`config.mk`:
```
export PLATFORM = sky130hd
export DESIGN_NAME = tpl_ctrl
export DESIGN_NICKNAME = d
export VERILOG_FILES = /design/src/rtl/core/tpl_pkg.sv /design/src/rtl/core/tpl_ctrl.sv
export VERILOG_INCLUDE_DIRS = /design/src /design/src/rtl/core
export SDC_FILE = /design/constraint.sdc
export NUM_CORES = 1
export LEC_CHECK = 0
export BUFFER_PORTS_ARGS = -buffer_cell sky130_fd_sc_hd__buf_4
export CAP_MARGIN = 20
export CORE_MARGIN = 4
export CORE_UTILIZATION = 50
export CTS_CLUSTER_SIZE = 14
export DETAILED_ROUTE_END_ITERATION = 12
export PLACE_DENSITY = 0.8
export SYNTH_ARGS = -nofsm -noshare
export SYNTH_HDL_FRONTEND = slang
export SYNTH_SLANG_ARGS = --single-unit
```
`constraint.sdc`:
```
create_clock -name clk -period 2 [get_ports clk]
set_input_delay 0.3 -clock clk [delete_from_list [all_inputs] [get_ports clk]]
set_output_delay 0.3 -clock clk [all_outputs]
set_load 0.05 [all_outputs]
```
`src/rtl/core/assert_macros.svh`:
```
// Assertion macros shared by the lowest common ancestor query engine.
// Depends on nothing; the checks compile away when SYNTHESIS is defined.
`ifndef ASSERT_MACROS_SVH
`define ASSERT_MACROS_SVH
`ifndef SYNTHESIS
`define TPL_ASSERT(lbl, clk, rst_n, prop) \
    lbl: assert property (@(posedge clk) disable iff (!rst_n) prop) \
        else $error("tpl assertion failed");
`define TPL_ASSERT_NEVER(lbl, clk, rst_n, cond) \
    lbl: assert property (@(posedge clk) disable iff (!rst_n) !(cond)) \
        else $error("tpl forbidden condition seen");
`else
`define TPL_ASSERT(lbl, clk, rst_n, prop)
`define TPL_ASSERT_NEVER(lbl, clk, rst_n, cond)
`endif
`endif

```
`src/rtl/core/tpl_pkg.sv`:
```
// Package of the lowest common ancestor query engine: widths, codes, the
// controller-to-datapath command and status types and the saturating adder.
// Depends on nothing.
`timescale 1ns / 1ps

package tpl_pkg;

    localparam int NODE_W      = 16;
    localparam int NODES       = 1 << NODE_W;
    localparam int LEVELS      = 16;
    localparam int LVL_W       = $clog2(LEVELS);
    localparam int ADDR_W      = NODE_W + LVL_W;
    localparam int WEIGHT_BITS = 20;
    localparam int EDGE_W      = 20;
    localparam int COST_W      = 36;
    localparam int DEPTH_W     = 16;
    localparam int ACT_W       = 2;
    localparam int POS_W       = 16;
    localparam int OP_W        = 5;

    localparam logic [COST_W-1:0]  COST_MAX  = '1;
    localparam logic [DEPTH_W-1:0] DEPTH_MAX = '1;

    localparam logic [ACT_W-1:0] ACT_LOAD = 2'd0;
    localparam logic [ACT_W-1:0] ACT_COST = 2'd1;
    localparam logic [ACT_W-1:0] ACT_NODE = 2'd2;

    // Datapath operations, one per cycle.
    localparam logic [OP_W-1:0] OP_IDLE     = 5'd0;
    localparam logic [OP_W-1:0] OP_CAPTURE  = 5'd1;
    localparam logic [OP_W-1:0] OP_LD_DEPTH = 5'd2;
    localparam logic [OP_W-1:0] OP_LD_ROW0  = 5'd3;
    localparam logic [OP_W-1:0] OP_LD_RD    = 5'd4;
    localparam logic [OP_W-1:0] OP_LD_WR    = 5'd5;
    localparam logic [OP_W-1:0] OP_RD_DU    = 5'd6;
    localparam logic [OP_W-1:0] OP_RD_DV    = 5'd7;
    localparam logic [OP_W-1:0] OP_SWAP     = 5'd8;
    localparam logic [OP_W-1:0] OP_UP_RD    = 5'd9;
    localparam logic [OP_W-1:0] OP_UP_UPD   = 5'd10;
    localparam logic [OP_W-1:0] OP_LCA_EQ   = 5'd11;
    localparam logic [OP_W-1:0] OP_PAIR_RD  = 5'd12;
    localparam logic [OP_W-1:0] OP_PAIR_UPD = 5'd13;
    localparam logic [OP_W-1:0] OP_FINAL    = 5'd14;
    localparam logic [OP_W-1:0] OP_RD_DL    = 5'd15;
    localparam logic [OP_W-1:0] OP_PLAN     = 5'd16;
    localparam logic [OP_W-1:0] OP_CL_RD    = 5'd17;
    localparam logic [OP_W-1:0] OP_CL_UPD   = 5'd18;
    localparam logic [OP_W-1:0] OP_OUT_COST = 5'd19;
    localparam logic [OP_W-1:0] OP_OUT_NODE = 5'd20;
    localparam logic [OP_W-1:0] OP_OUT_ERR  = 5'd21;

    typedef struct packed {
        logic [OP_W-1:0]  op;
        logic [LVL_W-1:0] lvl;
    } tpl_cmd_t;

    typedef struct packed {
        logic [ACT_W-1:0] action;
        logic             load_bad;
        logic             query_bad;
        logic             nodes_eq;
        logic             pos_err;
    } tpl_sts_t;

    // Sum of three costs, clamped to the largest cost.
    function automatic logic [COST_W-1:0] sat_add3(
        input logic [COST_W-1:0] a,
        input logic [COST_W-1:0] b,
        input logic [COST_W-1:0] c
    );
        logic [COST_W+1:0] s;
        s = (COST_W+2)'(a) + (COST_W+2)'(b) + (COST_W+2)'(c);
        if (s > (COST_W+2)'(COST_MAX))
            return COST_MAX;
        return s[COST_W-1:0];
    endfunction

endpackage

```
`src/rtl/core/tpl_ctrl.sv`:
```
// Controller of the query engine: sequences loads and queries level by
// level and owns the handshakes. Depends on tpl_pkg and assert_macros.svh.
`timescale 1ns / 1ps
`include "assert_macros.svh"

module tpl_ctrl (
    input  logic               clk,
    input  logic               rst_n,
    input  logic               req_valid,
    output logic               req_ready,
    output logic               out_valid,
    input  logic               out_ready,
    input  tpl_pkg::tpl_sts_t  sts,
    output tpl_pkg::tpl_cmd_t  cmd
);
    import tpl_pkg::*;

    localparam logic [4:0] ST_IDLE     = 5'd0;
    localparam logic [4:0] ST_DECODE   = 5'd1;
    localparam logic [4:0] ST_LD_DEP   = 5'd2;
    localparam logic [4:0] ST_LD_ROW0  = 5'd3;
    localparam logic [4:0] ST_LD_RD    = 5'd4;
    localparam logic [4:0] ST_LD_WR    = 5'd5;
    localparam logic [4:0] ST_Q_DU     = 5'd6;
    localparam logic [4:0] ST_Q_DV     = 5'd7;
    localparam logic [4:0] ST_SWAP     = 5'd8;
    localparam logic [4:0] ST_UP_RD    = 5'd9;
    localparam logic [4:0] ST_UP_UPD   = 5'd10;
    localparam logic [4:0] ST_CHECK    = 5'd11;
    localparam logic [4:0] ST_PAIR_RD  = 5'd12;
    localparam logic [4:0] ST_PAIR_UPD = 5'd13;
    localparam logic [4:0] ST_FIN_RD   = 5'd14;
    localparam logic [4:0] ST_FIN      = 5'd15;
    localparam logic [4:0] ST_RD_DL    = 5'd16;
    localparam logic [4:0] ST_PLAN     = 5'd17;
    localparam logic [4:0] ST_DECIDE   = 5'd18;
    localparam logic [4:0] ST_CL_RD    = 5'd19;
    localparam logic [4:0] ST_CL_UPD   = 5'd20;
    localparam logic [4:0] ST_OUT_COST = 5'd21;
    localparam logic [4:0] ST_OUT_NODE = 5'd22;
    localparam logic [4:0] ST_OUT_ERR  = 5'd23;

    localparam logic [LVL_W-1:0] LVL_TOP = LVL_W'(LEVELS - 1);

    logic [4:0]       state_reg, state_next;
    logic [LVL_W-1:0] lvl_reg, lvl_next;
    logic             out_valid_reg, out_valid_next;
    logic             slot_free;

    assign slot_free = !out_valid_reg || out_ready;

    always_comb
    begin
        state_next     = state_reg;
        lvl_next       = lvl_reg;
        out_valid_next = out_valid_reg && !out_ready;
        req_ready      = 1'b0;
        cmd.op         = OP_IDLE;
        cmd.lvl        = lvl_reg;
        case (state_reg)
            ST_IDLE:
            begin
                req_ready = 1'b1;
                if (req_valid)
                begin
                    cmd.op     = OP_CAPTURE;
                    state_next = ST_DECODE;
                end
            end
            ST_DECODE:
            begin
                case (sts.action)
                    ACT_LOAD: state_next = sts.load_bad ? ST_IDLE : ST_LD_DEP;
                    ACT_COST, ACT_NODE:
                        state_next = sts.query_bad ? ST_OUT_ERR : ST_Q_DU;
                    default:  state_next = ST_IDLE;
                endcase
            end
            ST_LD_DEP:
            begin
                cmd.op     = OP_LD_DEPTH;
                state_next = ST_LD_ROW0;
            end
            ST_LD_ROW0:
            begin
                cmd.op     = OP_LD_ROW0;
                lvl_next   = LVL_W'(1);
                state_next = ST_LD_RD;
            end
            ST_LD_RD:
            begin
                cmd.op     = OP_LD_RD;
                state_next = ST_LD_WR;
            end
            ST_LD_WR:
            begin
                cmd.op = OP_LD_WR;
                if (lvl_reg == LVL_TOP)
                    state_next = ST_IDLE;
                else
                begin
                    lvl_next   = lvl_reg + LVL_W'(1);
                    state_next = ST_LD_RD;
                end
            end
            ST_Q_DU:
            begin
                cmd.op     = OP_RD_DU;
                state_next = ST_Q_DV;
            end
            ST_Q_DV:
            begin
                cmd.op     = OP_RD_DV;
                state_next = ST_SWAP;
            end
            ST_SWAP:
            begin
                cmd.op     = OP_SWAP;
                lvl_next   = LVL_TOP;
                state_next = ST_UP_RD;
            end
            ST_UP_RD:
            begin
                cmd.op     = OP_UP_RD;
                state_next = ST_UP_UPD;
            end
            ST_UP_UPD:
            begin
                cmd.op = OP_UP_UPD;
                if (lvl_reg == '0)
                    state_next = ST_CHECK;
                else
                begin
                    lvl_next   = lvl_reg - LVL_W'(1);
                    state_next = ST_UP_RD;
                end
            end
            ST_CHECK:
            begin
                cmd.op = OP_LCA_EQ;
                if (sts.nodes_eq)
                    state_next = (sts.action == ACT_COST) ? ST_OUT_COST : ST_RD_DL;
                else
                begin
                    lvl_next   = LVL_TOP;
                    state_next = ST_PAIR_RD;
                end
            end
            ST_PAIR_RD:
            begin
                cmd.op     = OP_PAIR_RD;
                state_next = ST_PAIR_UPD;
            end
            ST_PAIR_UPD:
            begin
                cmd.op = OP_PAIR_UPD;
                if (lvl_reg == '0)
                    state_next = ST_FIN_RD;
                else
                begin
                    lvl_next   = lvl_reg - LVL_W'(1);
                    state_next = ST_PAIR_RD;
                end
            end
            ST_FIN_RD:
            begin
                cmd.op     = OP_PAIR_RD;
                state_next = ST_FIN;
            end
            ST_FIN:
            begin
                cmd.op     = OP_FINAL;
                state_next = (sts.action == ACT_COST) ? ST_OUT_COST : ST_RD_DL;
            end
            ST_RD_DL:
            begin
                cmd.op     = OP_RD_DL;
                state_next = ST_PLAN;
            end
            ST_PLAN:
            begin
                cmd.op     = OP_PLAN;
                state_next = ST_DECIDE;
            end
            ST_DECIDE:
            begin
                if (sts.pos_err)
                    state_next = ST_OUT_ERR;
                else
                begin
                    lvl_next   = LVL_TOP;
                    state_next = ST_CL_RD;
                end
            end
            ST_CL_RD:
            begin
                cmd.op     = OP_CL_RD;
                state_next = ST_CL_UPD;
            end
            ST_CL_UPD:
            begin
                cmd.op = OP_CL_UPD;
                if (lvl_reg == '0)
                    state_next = ST_OUT_NODE;
                else
                begin
                    lvl_next   = lvl_reg - LVL_W'(1);
                    state_next = ST_CL_RD;
                end
            end
            ST_OUT_COST, ST_OUT_NODE, ST_OUT_ERR:
            begin
                if (slot_free)
                begin
                    case (state_reg)
                        ST_OUT_COST: cmd.op = OP_OUT_COST;
                        ST_OUT_NODE: cmd.op = OP_OUT_NODE;
                        default:     cmd.op = OP_OUT_ERR;
                    endcase
                    out_valid_next = 1'b1;
                    state_next     = ST_IDLE;
                end
            end
            default:
            begin
                state_next = ST_IDLE;
            end
        endcase
    end

    always_ff @(posedge clk or negedge rst_n)
    begin
        if (!rst_n)
        begin
            state_reg     <= ST_IDLE;
            lvl_reg       <= '0;
            out_valid_reg <= 1'b0;
        end
        else
        begin
            state_reg     <= state_next;
            lvl_reg       <= lvl_next;
            out_valid_reg <= out_valid_next;
        end
    end

    assign out_valid = out_valid_reg;

    `TPL_ASSERT(a_rise_from_emit, clk, rst_n, $rose(out_valid_reg) |-> ($past(state_reg) == ST_OUT_COST || $past(state_reg) == ST_OUT_NODE || $past(state_reg) == ST_OUT_ERR))
    `TPL_ASSERT(a_accept_decodes, clk, rst_n, (req_valid && req_ready) |=> (state_reg == ST_DECODE))
    `TPL_ASSERT(a_climb_ends_check, clk, rst_n, (state_reg == ST_UP_UPD && lvl_reg == '0) |=> (state_reg == ST_CHECK))
    `TPL_ASSERT_NEVER(a_no_overwrite, clk, rst_n, (cmd.op == OP_OUT_COST || cmd.op == OP_OUT_NODE || cmd.op == OP_OUT_ERR) && out_valid_reg && !out_ready)

endmodule

```
Word-level counts from Yosys, hierarchy flattened

Cells that the tools add are included.

Logic and storage cells: 76
Register bits after elaboration: 10
Output and inout bits: 11
Input port bits: 10

Multiplexer cells: 25
Add/subtract/negate cells: 2
Equal/unequal tests: 32
Reductions and logical operators: 14

Operators with widths:

| cell                | number |
|---|---|
| $pmux 5 s22         | 1 |
| $pmux 5 s19         | 1 |
| $eq 5x4->1 const B  | 8 |
| $eq 5x5->1 const B  | 8 |
| $mux 5              | 5 |
| $pmux 4 s6          | 1 |
| $eq 5x3->1 const B  | 4 |
| $mux 4              | 4 |
| $mux 3              | 4 |
| $ne 2x2->1 const B  | 6 |
| $eq 5x2->1 const B  | 2 |
| $pmux 5 s2          | 1 |
| $mux 2              | 3 |
| $pmux 3 s2          | 1 |
| $reduce_bool 6->1   | 1 |
| $reduce_or 3->1     | 2 |
| $eq 5x1->1 const B  | 1 |
| $logic_not 5->1     | 1 |
| $reduce_and 5->1    | 1 |
| $add 4x1->4 const B | 1 |
| $eq 4x4->1 const B  | 1 |
| $logic_not 4->1     | 1 |
| $mux 1              | 4 |
| $reduce_or 2->1     | 2 |
| other kinds (8)     | 9 |

Depth between registers and ports, before layout

Word-level depth: 4
Gate-level depth with buffers: 10
Mapped depth without buffers: 9

Worst setup path after synthesis

Ideal clock, no wire load.

Path type: register to output
From: register state_reg[0]
To: output port cmd[4] (netlist bit)
Buffers on the path: 3
Setup slack: -518 ps
Arrival time: 2218 ps
Stages on the path, launching flop included: 7
Cells stage by stage: dfrtp_1 buf_4 buf_6 clkbuf_1 nor4_1 a31oi_1 o21ai_0

RTL lines:

| what                   | line            | RTL |
|---|---|---|
| from (decl)            | tpl_ctrl.sv:45  | `logic [4:0] state_reg, state_next;` |
| from (signal assigned) | tpl_ctrl.sv:241 | `state_reg <= state_next;` |
| to (decl)              | tpl_ctrl.sv:14  | `output tpl_pkg::tpl_cmd_t cmd` |

Final worst setup path

From: register state_reg[2]
To: register lvl_reg[3]

Cells in the longest elaborated chain, start to end: 4

Ends and longest elaborated chain:

| what                                                      | line            | RTL |
|---|---|---|
| $eq 5x5->1 or $eq 5x4->1 (tied branches)                  | tpl_ctrl.sv:60  | `case (state_reg)` |
| $reduce_or 3->1 (no line)                                 | n/a             |  |
| $reduce_bool 6->1 (no line) or $ne 2x2->1 (tied branches) | n/a             |  |
| $reduce_and 5->1 (no line)                                | n/a             |  |
| to (signal assigned)                                      | tpl_ctrl.sv:242 | `lvl_reg <= lvl_next;` |
| to (decl)                                                 | tpl_ctrl.sv:46  | `logic [LVL_W-1:0] lvl_reg, lvl_next;` |

Parallel ways exist; a longest one is shown, timed or not.
A chain may end at the register's enable or synchronous reset.

==> results.cfg <==
[synthesis]
ys_types = 52
synthFlopType = dfrtp_1
synthArstFlopShare = 1.00
synth_most_common_cell = nand2_1
yosysSeqAreaShare = 0.218
ys_ff_latch = 10
syn_inst = 154
synth_commonest_cells = nand2_1, nor2_1, o21ai_0
synth_top_cell_by_area = dfrtp_1
synth_area_leaders = dfrtp_1, nand2_1, ha_1
syn_area_um2 = 1150
syn_area_per_cell_um2 = 7.47
synth-edff-count = 0
yosys_warnings = 0
syn_nets = 169
post-synth-top-area-fraction = 0.218

[sta]
max_slew.worst_pin.slew_ns = 0.359
clock.fmax_mhz = 510
skew_ns = 0.000963
min_period_over_period = 0.980
fin_crit_ns = 1.96
slew_headroom = 0.759
hold_viol_final = 0
slew_viol_final = 0
setup_viol = 0
rsz0062_at_grt = yes

[min_path]
hp-class = input pin to flip-flop
worstHoldStart = sts[2]
whs_path_depth = 3
hold_end = state_reg[4]

[drt]
drt-initial-drc-count = 53
drc = 0
post_drt_wl_per_cell_um = 16.0
antenna_left = 0
drt_pre_antenna_iters = 5
vias_per_cell = 6.27
vias = 1374
wl_mm = 3.50

[floorplan]
initial_core_util = 0.525
placementRows = 17
die_h_um = 56.0
fp.dieW_um = 56.0
num_io_pins = 21
die-area_um2 = 3130
core-area_um2 = 2190

[grt]
grt_pass1_wl_mm = 5.66
overflow = 0
track_usage = 0.221
antenna_found_initial = 0
grt_max_degree = 19
first_global_vias = 1237

[place]
placedInstanceArea_um2 = 1420
dp_hpwl_mm = 2.50
gp_congestion = 0.922
port_buffers = 20
place_inst = 210

[clock_network]
clk_pin_slew_ns = 0.06
cts_buffers = 3
clock-root-buffer = clkbuf_4
cts_buffer_depth = 2
worstSkewPairLatency_ns = 0.26
tritoncts = done
htreeDepth = 1
cts.sinks = 10

[power_and_ir_drop]
p_leak_nw = 0.662
power.density_nw_per_um2 = 1660
ir_worst_vdd_uv = 1070
finalPower_mw = 2.59

[setup_path]
r2r_end = lvl_reg[3]
reg2reg_depth = 9
arrival_ns = 2.15
r2r_slack_ns = 0.04
required_ns = 2.19
critPathMaxFanout = 4
crit_type = flip-flop to flip-flop
r2r_start = state_reg[2]
endpoint_kind = flip-flop
start_kind = flip-flop

[final_layout]
final_cell_area_um2 = 1560
num_antenna_cells = 0
drive_gt1_frac = 0.366
largest_reg_flops = 5
finalNetCount = 207
stdcell_count = 219
area_growth_syn_to_layout_pct = 36.0

[flow_run]
maxCapViolCount = 0

[outcome]
status = completed
==> per-stage QoR <==
stage | util | setup TNS, ns | hold WS [ns] | setup WS [ns]
global placement | 0.648 | 0 | 0.133 | 0.0952
CTS | 0.674 | 0 | 0.295 | 0.0121
floorplan | - | -0.160 | 0.00441 | -0.144
finish | 0.714 | 0 | 0.301 | 0.0394
global route | 0.714 | -0.164 | 0.309 | -0.0873
detailed placement | 0.648 | 0 | 0.138 | 0.00180
==> layer usage <==
| metal | wire length (µm) | global-route usage | up-vias |
|---|---|---|---|
| li1 | - | - | 646 |
| met1 | 1440 | 0.309 | 639 |
| met2 | 1690 | 0.353 | 81 |
| met3 | 309 | 0.0487 | 8 |
| met4 | 65 | 0.0407 | 0 |
| met5 | 0 | 0 | - |
==> worst max-delay path: stages, from the launching register on <==
cell and delay [ns]:
dfrtp_1 0.43, and3b_1 0.23, o21ai_2 0.22, nand2_4 0.10, ha_4 0.23, o21ai_0 0.08, nand2b_1 0.07, mux2_2 0.28
o21ai_1 0.13, o2bb2ai_1 0.12
==> layout by cell type (no fill, tap or decap), drive strengths merged, types with 3 or more instances in the layout <==
| cell type | synthesis | layout |
|---|---|---|
| a211oi | 3 | 3 |
| a21oi | 8 | 8 |
| a31oi | 7 | 7 |
| buf | 6 | 43 |
| clkbuf | 5 | 4 |
| dfrtp | 10 | 10 |
| ha | 5 | 5 |
| inv | 7 | 6 |
| nand2 | 17 | 17 |
| nand2b | 3 | 3 |
| nand3 | 8 | 8 |
| nor2 | 14 | 14 |
| nor2b | 3 | 3 |
| nor4 | 4 | 4 |
| o211ai | 3 | 3 |
| o21ai | 13 | 13 |
| or2 | 3 | 3 |
==> worst max-delay path by stage <==
stage,from,endpoint,cells past startpoint
after detailed placement,state_reg[0],lvl_reg[3],9
after global routing,state_reg[2],lvl_reg[3],9
after CTS,state_reg[4],cmd[6],6
after floorplan,state_reg[0],cmd[4],6
final,state_reg[2],lvl_reg[3],9
after global placement,state_reg[0],lvl_reg[3],9
==> kinds of logic after synthesis <==
group / share of synthesized area
adders and majority gates: 0.0544
AOI/OAI and AO/OA: 0.307
muxes: 0.00979
xor gates and xnor gates: 0.0152
DFF: 0.218
buffers and inverters: 0.0892
and+or+nand+nor: 0.307
==> report_power, final <==
| part | total, mW | internal (mW) | switching [mW] |
|---|---|---|---|
| clock network | 0.143 | 0.0771 | 0.0663 |
| logic | 2.07 | 0.824 | 1.25 |
| registers | 0.375 | 0.282 | 0.0923 |
==> repair_timing <==
item / 4_1_cts / 5_1_grt
endpoints found under the hold margin: 10 / 0
buffers inserted: 1 / 3
hold buffers: 1 / 0
resized for setup: 2 / 16
cloned: 0 / 0
setup endpoints to repair: 2 / 7
pin swaps: 0 / 2
==> final cells by class <==
type | count | area, µm²
Fill cell | 172 | 627
Sequential cell | 10 | 253
Multi-Input combinational cell | 125 | 863
Tap cell | 28 | 35.0
Clock buffer | 4 | 26.3
Timing Repair Buffer | 44 | 352
Inverter | 8 | 35.0
Note: power is estimated with default switching activity, not from simulation.
